$ cat config.mk
export PLATFORM = sky130hd
export DESIGN_NAME = key_state_table
export DESIGN_NICKNAME = d
export VERILOG_FILES = /design/src/design/kst_pkg.sv /design/src/design/kst_in_stage.sv /design/src/design/kst_key_store.sv /design/src/design/kst_out_stage.sv /design/src/design/key_state_table.sv
export VERILOG_INCLUDE_DIRS = /design/src /design/src/design
export SDC_FILE = /design/constraint.sdc
export NUM_CORES = 2
export LEC_CHECK = 0
export BUFFER_PORTS_ARGS = -buffer_cell sky130_fd_sc_hd__buf_2
export CAP_MARGIN = 15
export CORE_ASPECT_RATIO = 1.75
export CORE_MARGIN = 2
export CORE_UTILIZATION = 30
export DETAILED_ROUTE_END_ITERATION = 6
export SYNTH_ARGS = -nofsm -noshare
export SYNTH_HDL_FRONTEND = slang
export SYNTH_SLANG_ARGS = --single-unit
$ cat constraint.sdc
create_clock -name clk -period 2.8 [get_ports clk]
set_clock_uncertainty 0.1 [all_clocks]
set_input_delay 0.42 -clock clk [delete_from_list [all_inputs] [get_ports clk]]
set_output_delay 0.42 -clock clk [all_outputs]
set_load 0.1 [all_outputs]
$ cat src/design/key_state_table_assert.svh
// ----------------------------------------------------------------------------
// key_state_table_assert
// assertion macros used by the key store module
// ----------------------------------------------------------------------------
`ifndef KEY_STATE_TABLE_ASSERT_SVH
`define KEY_STATE_TABLE_ASSERT_SVH

// checked property, ignored while reset is held
`define KST_ASSERT(label, prop, msg) \
  label: assert property (@(posedge clk) disable iff (!rst_n) (prop)) else $error(msg);

// checked property, also evaluated during reset
`define KST_ASSERT_RST(label, prop, msg) \
  label: assert property (@(posedge clk) (prop)) else $error(msg);

`endif

$ cat src/design/kst_pkg.sv
// ----------------------------------------------------------------------------
// kst_pkg
// types and constants shared by the key state table modules
// ----------------------------------------------------------------------------
`timescale 1ns / 1ps
`default_nettype none

package kst_pkg;

  // operation codes
  typedef enum logic [2:0] {
    MODE_EVENT     = 3'd0,
    MODE_QUERY     = 3'd1,
    MODE_CLEAR_ALL = 3'd2,
    MODE_CLEAR_ONE = 3'd3,
    MODE_FRAME     = 3'd4
  } mode_t;

  // event type code of a key event
  localparam logic [15:0] KEY_EVENT_TYPE = 16'd1;

  // event values that act
  localparam logic signed [31:0] VALUE_RELEASE = 32'sd0;
  localparam logic signed [31:0] VALUE_PRESS   = 32'sd1;

  // one input item
  typedef struct packed {
    mode_t              mode;
    logic [15:0]        event_type;
    logic [15:0]        key_code;
    logic signed [31:0] event_value;
  } item_t;

  // one result item
  typedef struct packed {
    logic key_held;
    logic key_seen;
    logic key_in_range;
  } result_t;

endpackage

`default_nettype wire

$ cat src/design/kst_in_stage.sv
// ----------------------------------------------------------------------------
// kst_in_stage
// input register: holds one accepted item until the store takes it
// ----------------------------------------------------------------------------
`timescale 1ns / 1ps
`default_nettype none

module kst_in_stage
  import kst_pkg::*;
(
  input  wire logic  clk,
  input  wire logic  rst_n,
  input  wire logic  in_valid,
  output logic       in_ready,
  input  wire item_t in_item,
  input  wire logic  take,
  output logic       item_valid,
  output item_t      item
);

  logic  valid_r;
  logic  valid_nxt;
  item_t item_r;

  // free when empty or when the held item moves on this cycle
  assign in_ready  = !valid_r || take;
  assign valid_nxt = (in_valid && in_ready) ? 1'b1 : (take ? 1'b0 : valid_r);

  // valid flag
  always_ff @(posedge clk) begin
    if (!rst_n) begin
      valid_r <= 1'b0;
    end else begin
      valid_r <= valid_nxt;
    end
  end

  // payload capture on transfer
  always_ff @(posedge clk) begin
    if (in_valid && in_ready) begin
      item_r <= in_item;
    end
  end

  assign item_valid = valid_r;
  assign item       = item_r;

endmodule

`default_nettype wire

$ cat src/design/kst_key_store.sv
// ----------------------------------------------------------------------------
// kst_key_store
// held and seen bit vectors, one operation applied per item
// ----------------------------------------------------------------------------
`timescale 1ns / 1ps
`default_nettype none

`include "key_state_table_assert.svh"

module kst_key_store
  import kst_pkg::*;
#(
  parameter int KEY_COUNT = 256
) (
  input  wire logic  clk,
  input  wire logic  rst_n,
  input  wire logic  fire,
  input  wire item_t item,
  output result_t    result
);

  localparam int          IDX_W     = (KEY_COUNT > 1) ? $clog2(KEY_COUNT) : 1;
  localparam logic [16:0] KEY_LIMIT = 17'(KEY_COUNT);

  logic [KEY_COUNT-1:0] held_r;
  logic [KEY_COUNT-1:0] held_nxt;
  logic [KEY_COUNT-1:0] seen_r;
  logic [KEY_COUNT-1:0] seen_nxt;
  logic [IDX_W-1:0]     idx;
  logic                 in_range;
  logic                 value_ok;
  logic                 ev_apply;

  // address decode
  assign in_range = {1'b0, item.key_code} < KEY_LIMIT;
  assign idx      = item.key_code[IDX_W-1:0];
  assign value_ok = (item.event_value == VALUE_RELEASE) ||
                    (item.event_value == VALUE_PRESS);
  assign ev_apply = (item.event_type == KEY_EVENT_TYPE) && value_ok && in_range;

  // next state of both vectors
  always_comb begin
    held_nxt = held_r;
    seen_nxt = seen_r;
    case (item.mode)
      MODE_EVENT: begin
        if (ev_apply) begin
          held_nxt[idx] = item.event_value[0];
          if (item.event_value[0]) begin
            seen_nxt[idx] = 1'b1;
          end
        end
      end
      MODE_CLEAR_ALL: begin
        held_nxt = '0;
      end
      MODE_CLEAR_ONE: begin
        if (in_range) begin
          held_nxt[idx] = 1'b0;
        end
      end
      MODE_FRAME: begin
        seen_nxt = '0;
      end
      default: begin
        held_nxt = held_r;
      end
    endcase
  end

  // state update on the item's step
  always_ff @(posedge clk) begin
    if (!rst_n) begin
      held_r <= '0;
      seen_r <= '0;
    end else if (fire) begin
      held_r <= held_nxt;
      seen_r <= seen_nxt;
    end
  end

  // addressed key after the operation
  assign result.key_held     = in_range && held_nxt[idx];
  assign result.key_seen     = in_range && seen_nxt[idx];
  assign result.key_in_range = in_range;

  // checks
  `KST_ASSERT_RST(a_reset_clears, !rst_n |=> (held_r == '0 && seen_r == '0), "reset left key bits set")
  `KST_ASSERT(a_idle_holds, !fire |=> ($stable(held_r) && $stable(seen_r)), "key bits changed with no item")
  `KST_ASSERT(a_frame_clears, (fire && item.mode == MODE_FRAME) |=> seen_r == '0, "frame start left seen bits")
  `KST_ASSERT(a_clear_all, (fire && item.mode == MODE_CLEAR_ALL) |=> held_r == '0, "clear all left held bits")

endmodule

`default_nettype wire

$ cat src/design/kst_out_stage.sv
// ----------------------------------------------------------------------------
// kst_out_stage
// result register: holds one result until the consumer takes it
// ----------------------------------------------------------------------------
`timescale 1ns / 1ps
`default_nettype none

module kst_out_stage
  import kst_pkg::*;
(
  input  wire logic    clk,
  input  wire logic    rst_n,
  input  wire logic    load,
  input  wire result_t result,
  output logic         free,
  output logic         out_valid,
  input  wire logic    out_ready,
  output result_t      out_result
);

  logic    valid_r;
  logic    valid_nxt;
  result_t result_r;

  // room when empty or when the held result transfers this cycle
  assign free      = !valid_r || out_ready;
  assign valid_nxt = load ? 1'b1 : ((valid_r && out_ready) ? 1'b0 : valid_r);

  // valid flag
  always_ff @(posedge clk) begin
    if (!rst_n) begin
      valid_r <= 1'b0;
    end else begin
      valid_r <= valid_nxt;
    end
  end

  // result capture
  always_ff @(posedge clk) begin
    if (load) begin
      result_r <= result;
    end
  end

  assign out_valid  = valid_r;
  assign out_result = result_r;

endmodule

`default_nettype wire

$ cat src/design/key_state_table.sv
// an item is held in the input register; its result is loaded into the result register when that has room
// throughput: one item per cycle while the output side takes results; the operation on the held and seen vectors
//   is one pass of logic between the input register and the result register
// reset: synchronous, active low; clears every held and seen bit at once and
//   empties both registers, so an item is taken in the first cycle after reset
// ----------------------------------------------------------------------------
// key_state_table
// per-key held and seen-this-frame tracker with event, query, clear and frame modes
// ----------------------------------------------------------------------------
`timescale 1ns / 1ps
`default_nettype none

module key_state_table
  import kst_pkg::*;
#(
  parameter int KEY_COUNT = 256
) (
  input  wire logic        clk,
  input  wire logic        rst_n,
  input  wire logic        in_valid,
  output logic             in_ready,
  input  wire logic [2:0]  in_mode,
  input  wire logic [15:0] in_event_type,
  input  wire logic [15:0] in_key_code,
  input  wire logic signed [31:0] in_event_value,
  output logic             out_valid,
  input  wire logic        out_ready,
  output logic             out_key_held,
  output logic             out_key_seen,
  output logic             out_key_in_range
);

  item_t   in_item;
  item_t   item;
  logic    item_valid;
  logic    out_free;
  logic    advance;
  result_t result;
  result_t out_result;

  // pack the input fields
  assign in_item.mode        = mode_t'(in_mode);
  assign in_item.event_type  = in_event_type;
  assign in_item.key_code    = in_key_code;
  assign in_item.event_value = in_event_value;

  // an item moves on when the result register has room
  assign advance = item_valid && out_free;

  kst_in_stage u_in (
    .clk        (clk),
    .rst_n      (rst_n),
    .in_valid   (in_valid),
    .in_ready   (in_ready),
    .in_item    (in_item),
    .take       (advance),
    .item_valid (item_valid),
    .item       (item)
  );

  kst_key_store #(
    .KEY_COUNT (KEY_COUNT)
  ) u_store (
    .clk    (clk),
    .rst_n  (rst_n),
    .fire   (advance),
    .item   (item),
    .result (result)
  );

  kst_out_stage u_out (
    .clk        (clk),
    .rst_n      (rst_n),
    .load       (advance),
    .result     (result),
    .free       (out_free),
    .out_valid  (out_valid),
    .out_ready  (out_ready),
    .out_result (out_result)
  );

  // unpack the result fields
  assign out_key_held     = out_result.key_held;
  assign out_key_seen     = out_result.key_seen;
  assign out_key_in_range = out_result.key_in_range;

endmodule

`default_nettype wire

==> impl_metrics.csv <==
group,metric,value,unit
setup_path,critPathBufInv,4,
power,p_total,0.0203,W
synthesis,syn-num-nets,3486,
finish,final_area,0.0419,mm^2
global_routing,gr-usage-met3,6.64,%
setup_path,slowest_delay,490,ps
global_routing,grt_pass1_vias,31100,
global_routing,grt_usage,32.6,%
clocking,cts_tree,"done",
placement,place_inst,4973,
min_path,min_path_type,"input pin to flip-flop",
outcome,status,"finished with violations",
synthesis,async_flop_share,0,%
power,ir_drop,439,uV
outcome,violations,"setup timing",
timing,period_needed,3620,ps
setup_path,cp_slowest_cell,"nand4_1",
timing,post-route-period-util,129,%
routing,drc,0,
timing,setup_viol,327,
setup_path,path_class,"flip-flop to flip-flop",
synthesis,syn_area,0.0275,mm^2
routing,routed_wl,163000,um
clocking,cts_buffers,55,
floorplan,rows,147,
floorplan,ios,76,
floorplan,initial_core_util,30.1,%
global_routing,grt_most_used_layer,"met2",
synthesis,ys_warn_count,0,
clocking,ctsLongestPathBuffers,3,
routing,wire_per_inst,30.9,um
finish,nNetsFinal,4104,
finish,layout-drive-gt1-share,39.0,%
global_routing,overflow,0,
global_routing,grt_antenna_before_repair,5,
synthesis,yosys_most_used_dff,"dfxtp_1",
clocking,cts_sinks,584,
timing,maxSlewHeadroom,41.3,%
routing,drt_iter0_drc,4320,
global_routing,grt_pass1_wl,221000,um
global_routing,grt_use_met2,52.8,%
placement,placed_area,0.0341,mm^2
floorplan,die_w,233,um
clocking,root_buffer,"clkbuf_16",
routing,antenna_left,0,
floorplan,fp.coreArea,0.0914,mm^2
setup_path,required,3180,ps
setup_path,crit_path_cell_trace,"buf_12, buf_6, or4b_2, buf_6, o22ai_1, nor2_1, nand4_1, o21ai_2, o21ai_1, buf_4, a211oi_2, nand4b_1, nor4_2",
routing,firstDrtPassIters,6,
timing,max_clock_freq,276,MHz
floorplan,die_y,405,um
synthesis,netlist_instances,3415,
timing,rsz0062_at_grt,"yes",
timing,drv_slew,0,
clocking,path_clk_slew,70,ps
power,powerDensity,484,mW/mm^2
run,cap_violations,0,
routing,vias,32800,
timing,tightest_slew,872,ps
setup_path,startpoint_type,"flip-flop",
setup_path,cp_common_cell,"buf_6",
synthesis,yosys_register_bits,584,
synthesis,syn_avg_cell_area,8.06,um^2
floorplan,floorplan.die_area,0.0943,mm^2
placement,dp_hpwl,109000,um
setup_path,reg2reg_setup_slack,-820,ps
power,cellLeakagePower,15.4,nW
timing,worst_slack,-823,ps
routing,viasPerCell,6.21,
placement,gp_congestion,1.04,
finish,instances_no_fill,5275,
placement,port_buffers,75,
synthesis,synth.distinct_cells,84,
finish,final_util,45.9,%
setup_path,worstPathMaxFanout,10,
synthesis,synth-edff-count,70,
global_routing,use_met1,35.1,%
timing,hold_viol_final,0,
global_routing,grt_max_degree,90,
clocking,cts.htree.levels,2,
synthesis,ys_seq_area_share,45.0,%
finish,syn2layout_area_growth,52.4,%
setup_path,path_delay_family,"simple AND/OR/NAND/NOR gates",
setup_path,worst_ep_arrival_time,4000,ps
placement,place_ws,-1170,ps
setup_path,critPathCaptureType,"flip-flop",
clocking,insertion_delay,670,ps
[kinds of logic (layout without fill, tap and decap cells)]
kind of cell,Yosys count,after routing,synth area share [%]
DFF,584,584,45.0
and+or+nand+nor,909,914,14.9
AOI/OAI and AO/OA,1498,1498,31.7
xor gates and xnor gates,2,2,0.0636
other,0,3,0
buffers and inverters,380,1040,5.52
muxes,42,42,2.80
[placed cells by master, fill, tap and decap left out, types with 22 or more instances in the layout]
| master | n |
|---|---|
| nand2_4 | 25 |
| nor2_2 | 26 |
| nand4_1 | 22 |
| edfxtp_1 | 70 |
| mux4_2 | 27 |
| buf_12 | 110 |
| dlygate4sd3_1 | 69 |
| dfxtp_1 | 513 |
| buf_2 | 77 |
| buf_4 | 569 |
| o211ai_1 | 32 |
| a21oi_1 | 664 |
| o31ai_4 | 22 |
| o21ai_4 | 30 |
| o21ai_0 | 62 |
| clkbuf_16 | 68 |
| buf_6 | 59 |
| nand2_1 | 346 |
| nor3_1 | 30 |
| o22ai_1 | 79 |
| nand3_1 | 28 |
| o21ai_2 | 179 |
| nor4_1 | 22 |
| a21oi_2 | 82 |
| a22oi_1 | 97 |
| nand2_2 | 30 |
| nor2_1 | 234 |
| a22oi_2 | 62 |
[final cells by class]
class	count	area, um^2
Antenna cell	3	7.51
Clock buffer	78	1680
Clock inverter	26	398
Fill cell	8602	49500
Inverter	10	45.0
Multi-Input combinational cell	2456	16800
Sequential cell	584	12400
Tap cell	1192	1490
Timing Repair Buffer	926	9140
[timing repair]
action,4_1_cts,5_1_grt
buffers inserted,26,74
hold endpoints to repair,69,0
pin swaps,27,526
cloned,31,15
hold buffers,69,0
endpoints found under the setup margin,385,472
gates resized for setup,339,705
[metrics by stage]
stage	hold slack, ps	setup TNS, ps
floorplan	327	-196
global placement	336	-103240
detailed placement	342	-101810
CTS	87.5	-95490
global route	119	-136910
finish	100	-115060
[power breakdown]
part | switching, W | leakage [nW] | internal [W]
registers | 0.0000592 | 4.82 | 0.00856
clock network | 0.00376 | 1.03 | 0.00496
logic | 0.00189 | 9.53 | 0.00108
[worst register-to-register path: stages (launching register included)]
cell	delay, ps
edfxtp_1	440
buf_12	160
buf_6	130
or4b_2	160
buf_6	230
o22ai_1	140
nor2_1	150
nand4_1	490
o21ai_2	400
o21ai_1	120
buf_4	150
a211oi_2	200
nand4b_1	270
nor4_2	310
[layer usage]
metal / vias to the layer above / routed length, um
met4: 0 / 20200
met3: 940 / 14800
li1: 13800 / -
met1: 15800 / 53200
met2: 2201 / 74700
met5: - / 0
[cell usage after synthesis (all sizes together), types with 5 or more instances]
master   instances  share of area (%)
a21oi          747                 14
clkbuf         287                3.9
nand3           35               0.64
mux4            27                2.2
o21ai          284                5.2
a22o             6               0.19
a21boi           6               0.16
edfxtp          70                7.6
o311ai          16               0.51
or4b             5               0.18
or4             10               0.27
and3             9               0.20
inv              9               0.12
o22ai           79                1.8
a22oi          159                4.3
buf             83                1.5
mux2i            6               0.22
nand2          403                5.5
o31ai           53                1.5
a221oi           6               0.19
a21o             6               0.16
a31oi           14               0.32
nand4bb          6               0.25
nand2b          10               0.23
nand4           23               0.55
a2111oi          6               0.21
nor2b           10               0.23
nor3            44               0.90
a311oi          12               0.38
nand4b           8               0.28
o2111ai          6               0.19
mux2             9               0.37
o311a            7               0.25
nor4b            6               0.30
o211ai          32               0.87
nor2           278                3.8
dfxtp          514                 37
o221ai          11               0.35
nor4            42                1.1
a211oi          15               0.41
[path summary, 6_finish.rpt]
| kind | from | endpoint | cells after the start |
|---|---|---|---|
| setup reg to reg | u_in.item[32]$_DFFE_PP_ | u_out.out_result[2]$_DFFE_PP_ | 13 |
| hold / removal | rst_n | u_store.held_r[64]$_SDFFE_PN0P_ | 3 |
| hold reg to reg | u_store.seen_r[13]$_SDFFE_PN0P_ | u_store.seen_r[13]$_SDFFE_PN0P_ | 2 |
| setup / recovery | u_in.item[32]$_DFFE_PP_ | u_out.out_result[2]$_DFFE_PP_ | 13 |
[state kept, by name, summed over array words and instances (netlist names)]
register          cells
u_out.out_result      3
u_out.out_valid       1
u_in.item            67
u_in.item_valid       1
u_store.seen_r      256
u_store.held_r      256
(Power assumes the default switching activity.)
